`config.mk`:
```
export PLATFORM = sky130hd
export DESIGN_NAME = ansi_escape_sequence_parser
export DESIGN_NICKNAME = d
export VERILOG_FILES = /design/src/rtl/core/aesp_pkg.sv /design/src/rtl/core/aesp_front.sv /design/src/rtl/core/aesp_fifo.sv /design/src/rtl/core/aesp_back.sv /design/src/rtl/core/ansi_escape_sequence_parser.sv
export VERILOG_INCLUDE_DIRS = /design/src /design/src/rtl/core
export SDC_FILE = /design/constraint.sdc
export NUM_CORES = 1
export LEC_CHECK = 0
export BUFFER_PORTS_ARGS = -buffer_cell sky130_fd_sc_hd__buf_2
export CORE_MARGIN = 1.5
export CORE_UTILIZATION = 60
export DETAILED_ROUTE_END_ITERATION = 10
export GPL_ROUTABILITY_DRIVEN = 0
export PLACE_DENSITY = 0.85
export SKIP_LAST_GASP = 1
export SLEW_MARGIN = 40
export SYNTH_ARGS = -nofsm -noshare
export SYNTH_HDL_FRONTEND = slang
export SYNTH_SLANG_ARGS = --single-unit
```
`constraint.sdc`:
```
create_clock -name clk -period 4.9 [get_ports clk]
set_input_delay 0.245 -clock clk [delete_from_list [all_inputs] [get_ports clk]]
set_output_delay 0.245 -clock clk [all_outputs]
set_load 0.1 [all_outputs]
```
`src/rtl/core/ansi_escape_sequence_parser_macros.svh`:
```
// assertion macros shared by the parser modules
`ifndef ANSI_ESCAPE_SEQUENCE_PARSER_MACROS_SVH
`define ANSI_ESCAPE_SEQUENCE_PARSER_MACROS_SVH

`ifndef SYNTH
// same-cycle implication
`define AESP_ASSERT_IMP(lbl, clk, rst_n, ante, cons, msg) \
	lbl: assert property (@(posedge clk) disable iff (!rst_n) (ante) |-> (cons)) \
		else $error(msg);
// next-cycle implication
`define AESP_ASSERT_NXT(lbl, clk, rst_n, ante, cons, msg) \
	lbl: assert property (@(posedge clk) disable iff (!rst_n) (ante) |=> (cons)) \
		else $error(msg);
`else
`define AESP_ASSERT_IMP(lbl, clk, rst_n, ante, cons, msg)
`define AESP_ASSERT_NXT(lbl, clk, rst_n, ante, cons, msg)
`endif

`endif

```
`src/rtl/core/aesp_pkg.sv`:
```
package aesp_pkg;

	// parser states
	typedef enum logic [2:0] {
		PS_GROUND,
		PS_ESC,
		PS_ESC_INT,
		PS_CSI_ENTRY,
		PS_CSI_PARAM,
		PS_CSI_INT,
		PS_CSI_IGNORE
	} parse_state_t;

	// operations passed from the front end to the back end
	typedef enum logic [1:0] {
		OP_PRINT,
		OP_WRITE,
		OP_CLEAR,
		OP_DISPATCH
	} op_t;

	// result kinds on the output stream
	typedef enum logic [1:0] {
		EV_PRINT,
		EV_ESC_DISPATCH,
		EV_CSI_DISPATCH
	} event_kind_t;

	// back end sequencer states
	typedef enum logic {
		BS_IDLE,
		BS_RUN
	} back_state_t;

	// byte codes
	localparam logic [7:0] C_ESC        = 8'h1B;
	localparam logic [7:0] C_CSI_OPEN   = 8'h5B;
	localparam logic [7:0] C_SEMI       = 8'h3B;
	localparam logic [7:0] C_COLON      = 8'h3A;
	localparam logic [7:0] C_DEL        = 8'h7F;
	localparam logic [7:0] C_FINAL_LO   = 8'h40;
	localparam logic [7:0] C_PRINT_HI   = 8'h7E;
	localparam logic [7:0] C_INTER_HI   = 8'h2F;
	localparam logic [7:0] C_SPACE      = 8'h20;
	localparam logic [7:0] C_DIGIT0     = 8'h30;
	localparam logic [7:0] C_PRIVATE_LO = 8'h3C;

	// entries in the queue between front and back
	localparam int QUEUE_DEPTH = 4;

endpackage

```
`src/rtl/core/aesp_front.sv`:
```
`include "ansi_escape_sequence_parser_macros.svh"

module aesp_front
	import aesp_pkg::*;
#(
	parameter int NUM_SLOTS  = 16,
	parameter int SLOT_WIDTH = 16,
	localparam int IW = $clog2(NUM_SLOTS + 1),
	localparam int QW = 12 + IW + SLOT_WIDTH
) (
	input  logic          clk,
	input  logic          arst_n,
	input  logic          byte_valid,
	output logic          byte_ready,
	input  logic [7:0]    byte_data,
	output logic          push,
	output logic [QW-1:0] push_data,
	input  logic          q_full
);

	typedef struct packed {
		op_t                   op;
		event_kind_t           kind;
		logic [7:0]            ch;
		logic [IW-1:0]         idx;
		logic [SLOT_WIDTH-1:0] val;
	} q_entry_t;

	parse_state_t          state_q, state_d;
	logic [IW-1:0]         idx_q, idx_d;
	logic [SLOT_WIDTH-1:0] acc_q, acc_d;
	logic [SLOT_WIDTH+3:0] acc_x10;
	q_entry_t              ent;
	logic                  do_push;
	logic                  do_collect, do_digit, do_semi, do_disp;
	event_kind_t           disp_kind;
	logic                  room;
	logic                  accept;
	logic                  in_band;
	logic                  esc_final;

	assign byte_ready = !q_full;
	assign accept     = byte_valid && byte_ready;
	assign room       = idx_q < IW'(NUM_SLOTS);
	assign push       = accept && do_push;
	assign push_data  = ent;

	// bytes that CSI states look at
	assign in_band = (byte_data >= C_SPACE) && (byte_data < C_DEL);

	// final bytes accepted straight after ESC
	assign esc_final = ((byte_data >= 8'h30) && (byte_data <= 8'h4F)) ||
		((byte_data >= 8'h51) && (byte_data <= 8'h57)) ||
		(byte_data == 8'h59) || (byte_data == 8'h5A) || (byte_data == 8'h5C) ||
		((byte_data >= 8'h60) && (byte_data <= C_PRINT_HI));

	// decimal accumulate of the current slot
	assign acc_x10 = {1'b0, acc_q, 3'b000} + {3'b000, acc_q, 1'b0} +
		(SLOT_WIDTH + 4)'(byte_data[3:0]);

	// classify the byte and pick the action
	always_comb begin
		state_d    = state_q;
		idx_d      = idx_q;
		acc_d      = acc_q;
		do_push    = 1'b0;
		do_collect = 1'b0;
		do_digit   = 1'b0;
		do_semi    = 1'b0;
		do_disp    = 1'b0;
		disp_kind  = EV_CSI_DISPATCH;
		ent.op     = OP_PRINT;
		ent.kind   = EV_PRINT;
		ent.ch     = byte_data;
		ent.idx    = '0;
		ent.val    = '0;
		if (byte_data == C_ESC) begin
			state_d = PS_ESC;
			idx_d   = '0;
			acc_d   = '0;
			do_push = 1'b1;
			ent.op  = OP_CLEAR;
		end else begin
			case (state_q)
				PS_CSI_ENTRY, PS_CSI_PARAM, PS_CSI_INT, PS_CSI_IGNORE: begin
					if (in_band) begin
						if (state_q == PS_CSI_IGNORE) begin
							if (byte_data >= C_FINAL_LO)
								state_d = PS_GROUND;
						end else if (byte_data >= C_FINAL_LO) begin
							do_disp   = 1'b1;
							disp_kind = EV_CSI_DISPATCH;
						end else if (byte_data <= C_INTER_HI) begin
							do_collect = 1'b1;
							state_d    = PS_CSI_INT;
						end else if (state_q == PS_CSI_INT) begin
							state_d = PS_CSI_IGNORE;
						end else if (byte_data == C_COLON) begin
							state_d = PS_CSI_IGNORE;
						end else if (byte_data >= C_PRIVATE_LO) begin
							if (state_q == PS_CSI_ENTRY) begin
								do_collect = 1'b1;
								state_d    = PS_CSI_PARAM;
							end else begin
								state_d = PS_CSI_IGNORE;
							end
						end else begin
							do_semi  = (byte_data == C_SEMI);
							do_digit = (byte_data != C_SEMI);
							state_d  = PS_CSI_PARAM;
						end
					end
				end
				PS_ESC: begin
					if (byte_data == C_CSI_OPEN) begin
						state_d = PS_CSI_ENTRY;
					end else if ((byte_data >= C_SPACE) && (byte_data <= C_INTER_HI)) begin
						do_collect = 1'b1;
						state_d    = PS_ESC_INT;
					end else if (esc_final) begin
						do_disp   = 1'b1;
						disp_kind = EV_ESC_DISPATCH;
					end
				end
				PS_ESC_INT: begin
					if ((byte_data >= C_SPACE) && (byte_data <= C_INTER_HI)) begin
						do_collect = 1'b1;
					end else if ((byte_data >= C_DIGIT0) && (byte_data <= C_PRINT_HI)) begin
						do_disp   = 1'b1;
						disp_kind = EV_ESC_DISPATCH;
					end
				end
				default: begin
					state_d = PS_GROUND;
					if ((byte_data >= C_SPACE) && (byte_data != C_DEL))
						do_push = 1'b1;
				end
			endcase

			// store a private or intermediate byte in the current slot
			if (do_collect && room) begin
				do_push = 1'b1;
				ent.op  = OP_WRITE;
				ent.idx = idx_q;
				ent.val = SLOT_WIDTH'(byte_data);
				idx_d   = idx_q + 1'b1;
				acc_d   = '0;
			end

			// separator closes the current slot
			if (do_semi && room) begin
				do_push = 1'b1;
				ent.op  = OP_WRITE;
				ent.idx = idx_q;
				ent.val = acc_q;
				idx_d   = idx_q + 1'b1;
				acc_d   = '0;
			end

			// digit, saturating
			if (do_digit && room) begin
				if (|acc_x10[SLOT_WIDTH+3:SLOT_WIDTH])
					acc_d = '1;
				else
					acc_d = acc_x10[SLOT_WIDTH-1:0];
			end

			// final byte, the open slot travels with the word
			if (do_disp) begin
				do_push  = 1'b1;
				ent.op   = OP_DISPATCH;
				ent.kind = disp_kind;
				ent.idx  = idx_q;
				ent.val  = acc_q;
				state_d  = PS_GROUND;
				idx_d    = '0;
				acc_d    = '0;
			end
		end
	end

	// parser state
	always_ff @(posedge clk or negedge arst_n) begin
		if (!arst_n) begin
			state_q <= PS_GROUND;
			idx_q   <= '0;
			acc_q   <= '0;
		end else if (accept) begin
			state_q <= state_d;
			idx_q   <= idx_d;
			acc_q   <= acc_d;
		end
	end

	`AESP_ASSERT_NXT(a_esc_enters_escape, clk, arst_n, accept && (byte_data == C_ESC), state_q == PS_ESC, "ESC did not enter escape state")
	`AESP_ASSERT_IMP(a_slot_index_range, clk, arst_n, 1'b1, idx_q <= IW'(NUM_SLOTS), "slot index past slot count")
	`AESP_ASSERT_NXT(a_dispatch_clears, clk, arst_n, push && (ent.op == OP_DISPATCH), (idx_q == '0) && (acc_q == '0), "dispatch left slot state")

endmodule

```
`src/rtl/core/aesp_fifo.sv`:
```
module aesp_fifo
	import aesp_pkg::*;
#(
	parameter int WIDTH = 32,
	parameter int DEPTH = QUEUE_DEPTH,
	localparam int PW = $clog2(DEPTH),
	localparam int CW = $clog2(DEPTH + 1)
) (
	input  logic             clk,
	input  logic             arst_n,
	input  logic             push,
	input  logic [WIDTH-1:0] push_data,
	output logic             full,
	input  logic             pop,
	output logic             head_valid,
	output logic [WIDTH-1:0] head_data
);

	logic [WIDTH-1:0] mem_q [DEPTH];
	logic [PW-1:0]    wr_ptr_q, rd_ptr_q;
	logic [CW-1:0]    count_q;

	assign full       = count_q == CW'(DEPTH);
	assign head_valid = count_q != '0;
	assign head_data  = mem_q[rd_ptr_q];

	// storage
	always_ff @(posedge clk) begin
		if (push)
			mem_q[wr_ptr_q] <= push_data;
	end

	// pointers and fill count
	always_ff @(posedge clk or negedge arst_n) begin
		if (!arst_n) begin
			wr_ptr_q <= '0;
			rd_ptr_q <= '0;
			count_q  <= '0;
		end else begin
			if (push)
				wr_ptr_q <= (wr_ptr_q == PW'(DEPTH - 1)) ? '0 : wr_ptr_q + 1'b1;
			if (pop)
				rd_ptr_q <= (rd_ptr_q == PW'(DEPTH - 1)) ? '0 : rd_ptr_q + 1'b1;
			if (push && !pop)
				count_q <= count_q + 1'b1;
			else if (pop && !push)
				count_q <= count_q - 1'b1;
		end
	end

endmodule

```
`src/rtl/core/aesp_back.sv`:
```
`include "ansi_escape_sequence_parser_macros.svh"

module aesp_back
	import aesp_pkg::*;
#(
	parameter int NUM_SLOTS  = 16,
	parameter int SLOT_WIDTH = 16,
	localparam int IW = $clog2(NUM_SLOTS + 1),
	localparam int AW = $clog2(NUM_SLOTS),
	localparam int QW = 12 + IW + SLOT_WIDTH
) (
	input  logic                  clk,
	input  logic                  arst_n,
	input  logic                  head_valid,
	input  logic [QW-1:0]         head_data,
	output logic                  pop,
	output logic                  out_valid,
	input  logic                  out_ready,
	output event_kind_t           out_kind,
	output logic [7:0]            out_byte,
	output logic [AW-1:0]         out_num,
	output logic [SLOT_WIDTH-1:0] out_val,
	output logic                  out_last
);

	typedef struct packed {
		op_t                   op;
		event_kind_t           kind;
		logic [7:0]            ch;
		logic [IW-1:0]         idx;
		logic [SLOT_WIDTH-1:0] val;
	} q_entry_t;

	q_entry_t              head;
	back_state_t           state_q, state_d;
	logic [AW-1:0]         k_q, k_d;
	logic [SLOT_WIDTH-1:0] slot_mem [NUM_SLOTS];
	logic [NUM_SLOTS-1:0]  vld_q;
	logic [AW-1:0]         last_k;
	logic [SLOT_WIDTH-1:0] rd_val;
	logic                  load_ok, load, wr_en, clr;
	logic [AW-1:0]         ld_num;
	logic [SLOT_WIDTH-1:0] ld_val;
	logic                  ld_last;
	logic                  out_valid_q;

	assign head      = q_entry_t'(head_data);
	assign load_ok   = !out_valid_q || out_ready;
	assign out_valid = out_valid_q;

	// last slot of the run: the open slot, or the top one when all are used
	assign last_k = (head.idx == IW'(NUM_SLOTS)) ? AW'(NUM_SLOTS - 1) : head.idx[AW-1:0];

	// slot value: open slot from the word, others from the register file
	assign rd_val = (IW'(k_q) == head.idx) ? head.val :
		(vld_q[k_q] ? slot_mem[k_q] : '0);

	// sequencer next state and controls
	always_comb begin
		state_d = state_q;
		k_d     = k_q;
		pop     = 1'b0;
		load    = 1'b0;
		wr_en   = 1'b0;
		clr     = 1'b0;
		ld_num  = '0;
		ld_val  = '0;
		ld_last = 1'b0;
		case (state_q)
			BS_IDLE: begin
				if (head_valid) begin
					case (head.op)
						OP_PRINT: begin
							if (load_ok) begin
								load    = 1'b1;
								ld_last = 1'b1;
								pop     = 1'b1;
							end
						end
						OP_WRITE: begin
							wr_en = 1'b1;
							pop   = 1'b1;
						end
						OP_CLEAR: begin
							clr = 1'b1;
							pop = 1'b1;
						end
						OP_DISPATCH: begin
							state_d = BS_RUN;
							k_d     = '0;
						end
						default: pop = 1'b1;
					endcase
				end
			end
			BS_RUN: begin
				if (load_ok) begin
					load   = 1'b1;
					ld_num = k_q;
					ld_val = rd_val;
					if (k_q == last_k) begin
						ld_last = 1'b1;
						clr     = 1'b1;
						pop     = 1'b1;
						state_d = BS_IDLE;
					end else begin
						k_d = k_q + 1'b1;
					end
				end
			end
			default: state_d = BS_IDLE;
		endcase
	end

	// sequencer state
	always_ff @(posedge clk or negedge arst_n) begin
		if (!arst_n) begin
			state_q <= BS_IDLE;
			k_q     <= '0;
		end else begin
			state_q <= state_d;
			k_q     <= k_d;
		end
	end

	// slot register file
	always_ff @(posedge clk) begin
		if (wr_en)
			slot_mem[head.idx[AW-1:0]] <= head.val;
	end

	// slot valid bits, cleared together
	always_ff @(posedge clk or negedge arst_n) begin
		if (!arst_n)
			vld_q <= '0;
		else if (clr)
			vld_q <= '0;
		else if (wr_en)
			vld_q[head.idx[AW-1:0]] <= 1'b1;
	end

	// output register valid
	always_ff @(posedge clk or negedge arst_n) begin
		if (!arst_n)
			out_valid_q <= 1'b0;
		else if (load)
			out_valid_q <= 1'b1;
		else if (out_ready)
			out_valid_q <= 1'b0;
	end

	// output register payload
	always_ff @(posedge clk) begin
		if (load) begin
			out_kind <= head.kind;
			out_byte <= head.ch;
			out_num  <= ld_num;
			out_val  <= ld_val;
			out_last <= ld_last;
		end
	end

	`AESP_ASSERT_IMP(a_run_has_dispatch, clk, arst_n, state_q == BS_RUN, head_valid && (head.op == OP_DISPATCH), "run without dispatch word")
	`AESP_ASSERT_IMP(a_pop_needs_head, clk, arst_n, pop, head_valid, "pop from empty queue")
	`AESP_ASSERT_IMP(a_run_index_range, clk, arst_n, state_q == BS_RUN, k_q <= last_k, "run index past last slot")

endmodule

```
`src/rtl/core/ansi_escape_sequence_parser.sv`:
```
// Terminal escape-sequence parser. One byte is taken on s_axis per cycle as long as the
// four-word queue between the parser front end and the result sequencer has room. Results
// leave on m_axis one per cycle while m_axis_tready is high, from an output register: a
// printable ground byte gives one print result, and a final byte gives a dispatch burst of
// min(slot index + 1, NUM_SLOTS) results, one per slot, the last one marked with tlast. While
// a dispatch burst holds the sequencer, the front end keeps parsing until the queue is full.
// After reset the slots read as zero; no clearing pass is needed.
module ansi_escape_sequence_parser
	import aesp_pkg::*;
#(
	parameter int NUM_SLOTS  = 16,
	parameter int SLOT_WIDTH = 16,
	localparam int IW  = $clog2(NUM_SLOTS + 1),
	localparam int AW  = $clog2(NUM_SLOTS),
	localparam int QW  = 12 + IW + SLOT_WIDTH,
	localparam int TDW = ((8 + AW + SLOT_WIDTH + 7) / 8) * 8
) (
	input  logic           clk,
	input  logic           arst_n,
	input  logic           s_axis_tvalid,
	output logic           s_axis_tready,
	input  logic [7:0]     s_axis_tdata,   // in_byte
	output logic           m_axis_tvalid,
	input  logic           m_axis_tready,
	output logic [TDW-1:0] m_axis_tdata,   // event_byte, slot_number, slot_value, zero fill
	output logic [1:0]     m_axis_tuser,   // event_kind
	output logic           m_axis_tlast    // last_of_run
);

	logic                  push, q_full, pop, head_valid;
	logic [QW-1:0]         push_data, head_data;
	event_kind_t           out_kind;
	logic [7:0]            out_byte;
	logic [AW-1:0]         out_num;
	logic [SLOT_WIDTH-1:0] out_val;

	// parser front end
	aesp_front #(
		.NUM_SLOTS  (NUM_SLOTS),
		.SLOT_WIDTH (SLOT_WIDTH)
	) u_front (
		.clk        (clk),
		.arst_n     (arst_n),
		.byte_valid (s_axis_tvalid),
		.byte_ready (s_axis_tready),
		.byte_data  (s_axis_tdata),
		.push       (push),
		.push_data  (push_data),
		.q_full     (q_full)
	);

	// queue between front and back
	aesp_fifo #(
		.WIDTH (QW),
		.DEPTH (QUEUE_DEPTH)
	) u_fifo (
		.clk        (clk),
		.arst_n     (arst_n),
		.push       (push),
		.push_data  (push_data),
		.full       (q_full),
		.pop        (pop),
		.head_valid (head_valid),
		.head_data  (head_data)
	);

	// result sequencer and slot storage
	aesp_back #(
		.NUM_SLOTS  (NUM_SLOTS),
		.SLOT_WIDTH (SLOT_WIDTH)
	) u_back (
		.clk        (clk),
		.arst_n     (arst_n),
		.head_valid (head_valid),
		.head_data  (head_data),
		.pop        (pop),
		.out_valid  (m_axis_tvalid),
		.out_ready  (m_axis_tready),
		.out_kind   (out_kind),
		.out_byte   (out_byte),
		.out_num    (out_num),
		.out_val    (out_val),
		.out_last   (m_axis_tlast)
	);

	// pack the result word
	assign m_axis_tdata = TDW'({out_val, out_num, out_byte});
	assign m_axis_tuser = out_kind;

endmodule

```
==> results.md, run 1 <==
- Outcome: completed
- Post-cts gate resize count: 0
- Worst-skew pair later-pin latency: 0.56 ns
- RSZ-0062 raised after global routing: false
- Diodes inserted: 0
- Sequential area share after synthesis: 0.6977
- Crit. path cell count: 9
- Top FF cell, synth: edfxtp_1
- CP endpoint kind: register
- Total congestion overflow: 0
- Cell taking the most area after synthesis: edfxtp_1
- DRC viols: 0
- PortBufs: 44
- Share of the synthesized area in the top cell type: 0.6312
- CP required: 5.29 ns
- Die ar.: 34330 µm²
- Critical path type: register to register
- Main combinational cell family by area after synthesis: multiplexers
- Cell count after synthesis: 1118
- Io pins: 49
- Cell Pwr Density: approximately 650 nW/µm²
- Min-Delay Path Depth: 1
- Crit-path slowest cell: a2111oi_1
- Gate power share: 0.356
- Initial Utilization: 0.6111
- Routed via count: 10850
- Slew at the pin closest to its max-slew limit: 0.9104 ns
- Switching part of the total: 0.3653
- Hold Fails Final Rpt: 0
- Tcrit/Tclk final: 0.7772
- Final min period: 3.808 ns
- Max-capacitance violation count: 0
- CP delay by family, top: compound AO/OA/AOI/OAI gates
- Mux cell area share after synthesis: 0.1383
- Post CTS Setup Buffer Count: 0
- Cell Area, Synth: 19930 µm²
- Hpwl dp: 24860 µm
- ANT nets after route: 0
- Clock skew: 0.02364 ns
- Average size of a mapped cell: 17.83 µm²
- Post-Synth Adder-Cell Area: 0.03000
- Finished Layout Cells: 1669
- DRT iter0 DRCs: 1032
- Worst Hold Class: input port to register
- Synth unique cells: between 80 and 90
- Sequential power share: 0.416
- Rows: 66
- Largest net degree at the start of global routing: 54
- Yosys reg bits: 472
- Drt pass-1 iters: 7
- Synth Area in XOR/XNOR: 0.007030
- CP Cell Sequence: fa_1, ha_1, a211o_1, a2111oi_1, nor3_1, o41a_1, or3_1, nand2_1, a31oi_1
- Number of global-route vias before repair: 11180
- EDFF count, synth: between 400 and 500
- Commonest non-fill, non-tap cell in the layout: edfxtp_1
- Reg2reg path depth: 9
- Antenna violations before repair: 0
- Switching power: 5.285 mW
- Fmax: 262.6 MHz
- CORE AREA: approximately 33000 µm²
- Final setup fails: 0
- Gr usage total: 0.2599
- Final #Nets: 1248
- WL final: around 42000 µm
- Post-Synth Simple-Gate Area: 0.05354
- Area growth from synthesis to layout: 11.30%
- Number of buffers and inverters on the critical path: 0
- Fin area: 22190 µm²
- YS warnings: 0
- Die height: 185.3 µm
- Clock Sinks: about 470
- CTS tree: done
- Share of layout cells above drive strength 1: 0.2412
- Fin util: 0.6802
- Vias per inst: approximately 6.5
- Post-layout power: 14.47 mW
- Max stage delay on crit path: approximately 0.61 ns
- Clock power frac: 0.228
- Cts bufs inserted: 45
- Slew Limit Fails: 0
- P_int: 9.182 mW
- CP Launch Type: register
- Async set-or-reset flop fraction in the synthesized netlist: 0.1123
- LEAKAGE: 7.735 nW
- Clk root buf: clkbuf_16
- Die width: 185.3 µm
- Setup TNS: 0 ns
- Clock tree buffer depth: 3
- Area of placed instances: 20780 µm²
- First-pass GRT wire length: ~66000 µm
- CTS H-tree lvls: 2
- Drt wl/cell: 25.40 µm
- Synth top area cells: edfxtp_1 (63%), mux4_2 (13%), dfrtp_1 (6.7%), ha_1 (2.7%), nor2_1 (1.2%)
- Clk pin slew, worst setup/hold paths: 0.07 ns
- Maximum VDD drop: 0.0003894 V
- CP max FO: 15
- Relative slew slack: 0.3931
- Most frequent cells in the layout: edfxtp_1 (419), mux4_2 (118), nand2_1 (50), dfrtp_1 (50), nor2_1 (47)
- Compound-Gate Fraction of Synth Area: 0.05448
- Crit path DAT: 4.20 ns
- Placed cells: 1583
## worst register-to-register path: cells and delay by family, from the launching register on
family / cells / cell delay (ns)
AO/OA/AOI/OAI: 4 / 1.46
adder cells (fa/ha/maj): 2 / 0.88
AND/OR/NAND/NOR: 3 / 0.88
flip-flops: 1 / 0.44
## final timing paths
check | from | end | slack [ns]
setup / recovery | u_front.acc_q[0] | u_front.acc_q[6] | 1.09
hold / removal | s_axis_tdata[7] | u_fifo.mem_q[0][28] | 0.06
setup reg to reg | u_front.acc_q[0] | u_front.acc_q[6] | 1.09
hold reg to reg | u_back.vld_q[3] | u_back.vld_q[3] | 0.50
max in group asynchronous | arst_n | u_back.k_q[0] | 4.20
min in group asynchronous | arst_n | u_front.state_q[1] | 0.18
## power by group through the flow
stage | combinational (mW) | clock (mW) | sequential [mW]
after global routing | 5.53 | 3.47 | 6.09
after detailed placement | 5.11 | 0 | 6.08
final | 5.16 | 3.29 | 6.02
after floorplan | 3.20 | 0 | 6.73
after global placement | 4.84 | 0 | 6.10
after CTS | 5.17 | 3.33 | 6.02
## flip-flops by register name, indices dropped and copies added (netlist names), 3 cells and up
name             flops
u_back.out_val      16
u_fifo.count_q       3
u_back.out_num       4
u_back.slot_mem    256
u_fifo.mem_q       132
u_front.acc_q       16
u_back.vld_q        16
u_back.out_byte      8
u_front.state_q      3
u_back.k_q           4
u_front.idx_q        5
## final cells by class
type / instances / area (µm²)
clock buffer: 63 / 1204
inverter: 26 / 100.1
clock inverter: 21 / 176.4
multi-input combinational: 567 / 5715
timing repair buffer: 78 / 523.0
tap: 442 / 553.0
sequential: 472 / 13910
fill: 1977 / 10430
## per-stage QoR
step	hold WS [ns]	worst slack (ns)
after global routing	0.05481	0.8284
after global placement	0.4183	1.231
after CTS	0.03394	1.122
after detailed placement	0.4362	1.139
final	0.05781	1.092
after floorplan	-0.05059	1.125
## cell families (layout without fill, tap and decap cells)
kind of cell / after synthesis / in the layout
adder cells (fa/ha/maj): 46 / 46
AO/OA/AOI/OAI: 161 / 161
buffers and inverters: 82 / 188
flip-flops: 472 / 472
other: 1 / 4
XOR/XNOR: 16 / 16
multiplexers: 127 / 127
AND/OR/NAND/NOR: 213 / 213
## synthesized netlist by cell type, drive strengths merged, types with 9 or more instances
| library cell | number |
|---|---|
| inv | 26 |
| nor2 | 67 |
| buf | 28 |
| dfrtp | 53 |
| a31oi | 19 |
| nor2b | 20 |
| mux4 | 118 |
| o21ai | 36 |
| ha | 43 |
| xor2 | 9 |
| edfxtp | 419 |
| nand3 | 23 |
| nand2 | 51 |
| nor3 | 9 |
| o21a | 17 |
| a21oi | 35 |
| clkbuf | 28 |
## timing repair
| item | CTS | global route |
|---|---|---|
| endpoints found under the setup margin | 0 | 0 |
| hold buffers | 1 | 0 |
| endpoints found under the hold margin | 53 | 0 |
## per-layer routing
| metal | part of all wire | global-route usage |
|---|---|---|
| met1 | 0.37 | 0.3366 |
| met2 | 0.52 | 0.4535 |
| met3 | 0.070 | 0.03460 |
| met4 | 0.035 | 0.09333 |
| met5 | 0 | 0 |
Note: power is estimated with default switching activity, not from simulation.
==> run 2: changes to the inputs <==
Settings changed: CORE_UTILIZATION 60 to 56, PLACE_DENSITY 0.85 to 0.83.
Clock period 4.9 ns to 3.34 ns, I/O delays scaled along.
==> run 2 against run 1 <==
Against the previous run:
- maximum frequency increased by 16%
- critical endpoint is now u_front.acc_q[8]
- die area is 7.0% higher
- non-clock buffer count grew 58
- via count increased by 1.5%
- highest routed layer unchanged
- critical path type unchanged
- core utilization decreased by 2.5 points
- clock power grew 50%
- global-route usage fell by 1.4 points
- largest cell class unchanged
- clock skew shrank 0.0023 ns
- critical path depth grew 2
- final area up 2.7%
==> results.md, run 2 (synthesis gave the netlist of run 1 again) <==
- Fin area: 22790 µm² (was 22190 µm²)
- Cts bufs inserted: 45 (unchanged)
- LEAKAGE: 8.056 nW (was 7.735 nW)
- CTS tree: done (unchanged)
- Hold Fails Final Rpt: 0 (unchanged)
- DRC viols: 0 (unchanged)
- Most frequent cells in the layout: edfxtp_1 (419), mux4_2 (118), buf_4 (81) (was edfxtp_1 (419), mux4_2 (118), nand2_1 (50), dfrtp_1 (50), nor2_1 (47))
- Rows: 68 (was 66)
- Relative slew slack: 0.5607 (was 0.3931)
- Final min period: 3.275 ns (was 3.808 ns)
- Number of global-route vias before repair: 11480 (was 11180)
- CP Launch Type: register (unchanged)
- CP required: 3.74 ns (was 5.29 ns)
- Clk root buf: clkbuf_16 (unchanged)
- DRT iter0 DRCs: 1036 (was 1032)
- Drt pass-1 iters: 5 (was 7)
- Post-layout power: 21.91 mW (was 14.47 mW)
- Crit-path slowest cell: fa_2 (was a2111oi_1)
- ANT nets after route: 0 (unchanged)
- Hold slack final: 0.02936 ns (was 0.05781 ns)
- Initial Utilization: 0.5728 (was 0.6111)
- Drt wl/cell: 25.11 µm (was 25.40 µm)
- WL final: 43640 µm (was 42400 µm)
- Placed cells: 1642 (was 1583)
- CP max FO: 15 (unchanged)
- Commonest non-fill, non-tap cell in the layout: edfxtp_1 (unchanged)
- Tcrit/Tclk final: 0.9806 (was 0.7772)
- Routed wl met2: 23020 µm (was 22140 µm)
- PortBufs: 44 (unchanged)
- Routed via count: 11000 (was 10850)
- Number of buffers and inverters on the critical path: 2 (was 0)
- Clock Sinks: 472 (unchanged)
- Clock skew: 0.02131 ns (was 0.02364 ns)
- Slew at the pin closest to its max-slew limit: 0.6574 ns (was 0.9104 ns)
- Outcome: completed (unchanged)
- CORE AREA: 34800 µm² (was 32620 µm²)
- Crit path DAT: 3.68 ns (was 4.20 ns)
- Diodes inserted: 0 (unchanged)
- CP delay by family, top: compound AO/OA/AOI/OAI gates (unchanged)
- Filler cells: 2161 (was 1977)
- Met3 WL post-DR: 2564 µm (was 2977 µm)
- Finished Layout Cells: 1738 (was 1669)
- RSZ-0062 raised after global routing: true (was false)
- Highest Signal Layer: met4 (unchanged)
- Slew Limit Fails: 0 (unchanged)
- Largest net degree at the start of global routing: 47 (was 54)
- Clock tree buffer depth: 3 (unchanged)
- Hold Startpoint: s_axis_tdata[5] (was s_axis_tdata[7])
- Register area: 13910 µm² (unchanged)
- Antenna violations before repair: 0 (unchanged)
- Share of layout cells above drive strength 1: 0.2790 (was 0.2412)
- Die ar.: 36740 µm² (was 34330 µm²)
- Cell Pwr Density: 961.1 nW/µm² (was 652.1 nW/µm²)
- Io pins: 49 (unchanged)
- Fmax: 305.3 MHz (was 262.6 MHz)
- Maximum VDD drop: 0.0008544 V (was 0.0003894 V)
- Number of flip-flops under the largest register name: 256 (unchanged)
- First-pass GRT wire length: 67030 µm (was 65840 µm)
- WL met1: 16870 µm (was 15790 µm)
- Area growth from synthesis to layout: 14.35% (was 11.30%)
- Worst-skew pair later-pin latency: 0.54 ns (was 0.56 ns)
- Setup crit start: u_front.acc_q[2] (was u_front.acc_q[0])
- Die width: 191.7 µm (was 185.3 µm)
- Worst Hold Class: input port to register (unchanged)
- Gr usage total: 0.2454 (was 0.2599)
- Final setup fails: 0 (unchanged)
- CP endpoint kind: register (unchanged)
- Critical path type: register to register (unchanged)
- Clk pin slew, worst setup/hold paths: 0.06 ns (was 0.07 ns)
- Total congestion overflow: 0 (unchanged)
- Hpwl dp: 26880 µm (was 24860 µm)
- Area of placed instances: 21170 µm² (was 20780 µm²)
- Vias per inst: 6.331 (was 6.498)
- Area of the multi-input gates: 5792 µm² (was 5715 µm²)
- Final #Nets: 1306 (was 1248)
- CP Cell Sequence: fa_2, ha_4, a211o_1, a2111oi_4, buf_4, nor3_1, o41a_1, or3_4, nand2_2, buf_12, a31oi_1 (was fa_1, ha_1, a211o_1, a2111oi_1, nor3_1, o41a_1, or3_1, nand2_1, a31oi_1)
- R2R Path Start: u_front.acc_q[2] (was u_front.acc_q[0])
- Max-capacitance violation count: 0 (unchanged)
- CTS H-tree lvls: 2 (unchanged)
- Die height: 191.7 µm (was 185.3 µm)
- Max stage delay on crit path: 0.61 ns (about the same)
==> run 2: changes by cell type in the layout (fill, tap and decap cells not counted), moves of 2 or more <==
cell | previous run | this run
buf_12 | 2 | 5
buf_4 | 30 | 81
clkbuf_1 | 17 | 9
clkbuf_8 | 1 | 3
clkinv_1 | 8 | 13
dlygate4sd3_1 | 1 | 6
fa_1 | 3 | 1
fa_2 | 0 | 2
ha_1 | 43 | 41
ha_4 | 0 | 2
inv_6 | 2 | 0
==> run 2: routing by layer <==
metal / vias to the layer above / GRT usage
met5: - / 0
met1: 5644 / 0.3136
met2: 516 / 0.4359
li1: 4742 / -
met4: 0 / 0.07843
met3: 102 / 0.03325
==> run 2: area by class of cell <==
class	count	share of cell area
clock buffer	58	0.05379
clock inverter	24	0.008673
inverter	26	0.004391
multi-input combinational	567	0.2541
sequential	472	0.6104
tap	455	0.02498
timing repair buffer	136	0.04364
==> run 2: where the power goes <==
| group | internal, mW | switching, mW | total, mW |
|---|---|---|---|
| Clock | 2.82 | 2.09 | 4.92 |
| Sequential | 8.15 | 0.574 | 8.73 |
| Combinational | 2.98 | 5.28 | 8.26 |
==> run 2: path summary, 6_finish.rpt <==
check	slack, ns	depth (start not counted)	end
max	0.06	11	u_front.acc_q[8]
min	0.03	1	u_fifo.mem_q[0][26]
max reg2reg	0.06	11	u_front.acc_q[8]
min reg2reg	0.49	1	u_back.vld_q[15]
max in group asynchronous	2.49	3	u_back.vld_q[15]
min in group asynchronous	0.14	2	u_front.state_q[0]
==> run 2: repair_timing <==
action	CTS	global route
pin swaps	1	5
hold buffers	6	0
resized for setup	3	10
hold endpoints to repair	52	0
endpoints found under the setup margin	16	18
setup buffers	0	8
==> run 2: per-stage QoR <==
| stage | worst slack, ns | setup TNS (ns) | utilization |
|---|---|---|---|
| 2_1_floorplan | -0.09115 | -5.394 | - |
| 3_3_place_gp | -0.07019 | -0.1814 | 0.6082 |
| 3_5_place_dp | -0.1204 | -1.192 | 0.6084 |
| 4_1_cts | 0.004339 | 0 | 0.6517 |
| 5_1_grt | -0.08942 | -0.6501 | 0.6550 |
| 6_report | 0.06491 | 0 | 0.6550 |
==> run 3: changes to the inputs <==
Settings changed: BUFFER_PORTS_ARGS -buffer_cell sky130_fd_sc_hd__buf_2 to not set, CORE_UTILIZATION 56 to 57, DONT_BUFFER_PORTS set to 1, SETUP_SLACK_MARGIN set to 0.1.
==> run 3 against run 2 <==
Against the previous run:
- hold slack better by 0.020 ns
- total power up 1.0%
- die area is 1.7% lower
- final cell count is 1.7% lower
- non-clock buffer count shrank 27
- global-route usage fell by 0.089 points
- critical endpoint is now u_front.acc_q[14]
- clock skew up 0.0027 ns
- register-to-register slack about the same
- clock power decreased by 4%
- largest power group unchanged
- routed wire length shrank 1.2%
==> results.md, run 3 (synthesis gave the netlist of run 1 again) <==
- Crit path DAT: 3.68 ns (about the same)
- Share of layout cells above drive strength 1: 0.2560 (was 0.2790)
- Slew at the pin closest to its max-slew limit: 0.9039 ns (was 0.6574 ns)
- Die height: 190.0 µm (was 191.7 µm)
- Largest net degree at the start of global routing: 54 (was 47)
- Drt wl/cell: 25.23 µm (was 25.11 µm)
- Worst Hold Class: input port to register (unchanged)
- Vias per inst: 6.436 (was 6.331)
- Fmax: 305.5 MHz (was 305.3 MHz)
- Final setup fails: 0 (unchanged)
- Area growth from synthesis to layout: 15.25% (was 14.35%)
- Routed via count: 11000 (about the same)
- Min-Delay Path Depth: 4 (was 1)
- LEAKAGE: 8.055 nW (was 8.056 nW)
- Slew Limit Fails: 0 (unchanged)
- Clock Sinks: 472 (unchanged)
- PortBufs: 0 (was 44)
- Io pins: 49 (unchanged)
- Rows: 68 (unchanged)
- CP max FO: 2 (was 15)
- Setup crit start: u_front.acc_q[0] (was u_front.acc_q[2])
- Tcrit/Tclk final: 0.9801 (was 0.9806)
- DRT iter0 DRCs: 1164 (was 1036)
- Worst-skew pair later-pin latency: 0.55 ns (was 0.54 ns)
- Critical path type: register to register (unchanged)
- Hpwl dp: 25670 µm (was 26880 µm)
- DRC viols: 0 (unchanged)
- Register area: 13910 µm² (unchanged)
- Maximum VDD drop: 0.0007874 V (was 0.0008544 V)
- WL final: 43110 µm (was 43640 µm)
- Number of flip-flops under the largest register name: 256 (unchanged)
- Area of the multi-input gates: 5809 µm² (was 5792 µm²)
- RSZ-0062 raised after global routing: true (unchanged)
- CP endpoint kind: register (unchanged)
- Drt pass-1 iters: 6 (was 5)
- WL met1: 16090 µm (was 16870 µm)
- Area of placed instances: 21070 µm² (was 21170 µm²)
- Reg2Reg Setup Slack: 0.07 ns (was 0.06 ns)
- CTS H-tree lvls: 2 (unchanged)
- Most frequent cells in the layout: edfxtp_1 (419), mux4_2 (118), buf_4 (70) (was edfxtp_1 (419), mux4_2 (118), buf_4 (81))
- Filler cells: 2128 (was 2161)
- Hold Path End: u_front.state_q[2] (was u_fifo.mem_q[0][26])
- Reg2reg path depth: 9 (was 11)
- Relative slew slack: 0.3987 (was 0.5607)
- ANT nets after route: 0 (unchanged)
- Clock skew: 0.02405 ns (was 0.02131 ns)
- Final #Nets: 1279 (was 1306)
- Diodes inserted: 0 (unchanged)
- Cell Pwr Density: 963.3 nW/µm² (was 961.1 nW/µm²)
- Routed wl met2: 22820 µm (was 23020 µm)
- Hold slack final: 0.04981 ns (was 0.02936 ns)
- Clk root buf: clkbuf_16 (unchanged)
- Gr usage total: 0.2445 (was 0.2454)
- CORE AREA: 34460 µm² (was 34800 µm²)
- CP required: 3.75 ns (was 3.74 ns)
- Initial Utilization: 0.5785 (was 0.5728)
- Final min period: 3.273 ns (was 3.275 ns)
- Clock tree buffer depth: 3 (unchanged)
- Fin area: 22970 µm² (was 22790 µm²)
- First-pass GRT wire length: 66140 µm (was 67030 µm)
- CTS tree: done (unchanged)
- Total congestion overflow: 0 (unchanged)
- Outcome: completed (unchanged)
- R2R Path Start: u_front.acc_q[0] (was u_front.acc_q[2])
- Die width: 190.0 µm (was 191.7 µm)
- Reg2Reg Capture Point: u_front.acc_q[14] (was u_front.acc_q[8])
- Die ar.: 36100 µm² (was 36740 µm²)
- Max-capacitance violation count: 0 (unchanged)
- CP Launch Type: register (unchanged)
- Hold Startpoint: s_axis_tdata[7] (was s_axis_tdata[5])
- Hold Fails Final Rpt: 0 (unchanged)
- Highest Signal Layer: met5 (was met4)
- Antenna violations before repair: 3 (was 0)
- Cts bufs inserted: 45 (unchanged)
- Number of global-route vias before repair: 11350 (was 11480)
- Clk pin slew, worst setup/hold paths: 0.06 ns (about the same)
- Commonest non-fill, non-tap cell in the layout: edfxtp_1 (unchanged)
- Met3 WL post-DR: 3073 µm (was 2564 µm)
-- run 3: changes by cell type in the layout (fill, tap and decap cells not counted), moves of 5 or more --
cell,previous run,this run
buf_2,43,0
nor2_2,17,1
buf_4,81,70
clkbuf_1,9,16
buf_8,0,7
dlygate4sd3_1,6,11
clkinv_1,13,4
nor2_1,48,64
clkbuf_16,46,51
buf_16,0,7
-- run 3: where the power goes --
part	internal, mW	leakage, nW	switching, mW
Combinational	3.34	2.84	4.70
Sequential	8.17	4.54	1.18
Clock	2.68	0.668	2.06
-- run 3: area by class of cell --
| class | instances | area share |
|---|---|---|
| sequential | 472 | 0.6057 |
| multi-input combinational | 567 | 0.2529 |
| clock buffer | 67 | 0.05621 |
| timing repair buffer | 109 | 0.05256 |
| tap | 455 | 0.02478 |
| inverter | 26 | 0.004357 |
| clock inverter | 13 | 0.003540 |
-- run 3: metal layers --
metal	GRT usage	vias to the layer above
met3	0.03985	90
met2	0.4231	531
met1	0.3194	5681
met4	0.07692	6
met5	0	-
li1	-	4691
-- run 3: through the flow --
step / utilization / cells / setup WS (ns) / TNS, ns / power [mW]
2_1_floorplan: - / 1121 / 0.1038 / 0 / 14.58
3_3_place_gp: 0.6036 / 1581 / 0.06207 / 0 / 16.19
3_5_place_dp: 0.6115 / 1594 / -0.02075 / -0.02075 / 16.81
4_1_cts: 0.6583 / 1693 / 0.05349 / 0 / 21.78
5_1_grt: 0.6667 / 1709 / -0.04158 / -0.09378 / 23.08
6_report: 0.6667 / 1709 / 0.06654 / 0 / 22.13
-- run 3: worst max-delay path, cell delays in order, from the launching register on --
cell       delay, ns
dfrtp_1         0.41
fa_1            0.59
ha_1            0.25
a211o_1         0.31
a2111oi_4       0.38
nor3_2          0.10
o41a_1          0.35
or3_4           0.35
a221oi_2        0.27
a21oi_1         0.11
-- run 3: how the worst max path moves through the flow --
stage                     cells past startpoint                end  slack, ns
final                                         9  u_front.acc_q[14]       0.07
after CTS                                     9  u_front.acc_q[14]       0.05
after global placement                        9  u_front.acc_q[14]       0.06
after detailed placement                      9  u_front.acc_q[14]      -0.02
after floorplan                              11  u_fifo.count_q[1]       0.10
after global routing                         11  u_fifo.count_q[1]      -0.04
-- run 3: repair_timing --
item                                    CTS  global route
gates cloned                              0             1
endpoints found under the setup margin   18            18
gates resized for setup                   8            21
hold buffers                             12             0
buffers inserted                          7            11
pin swaps                                 4            15
endpoints found under the hold margin   116             0
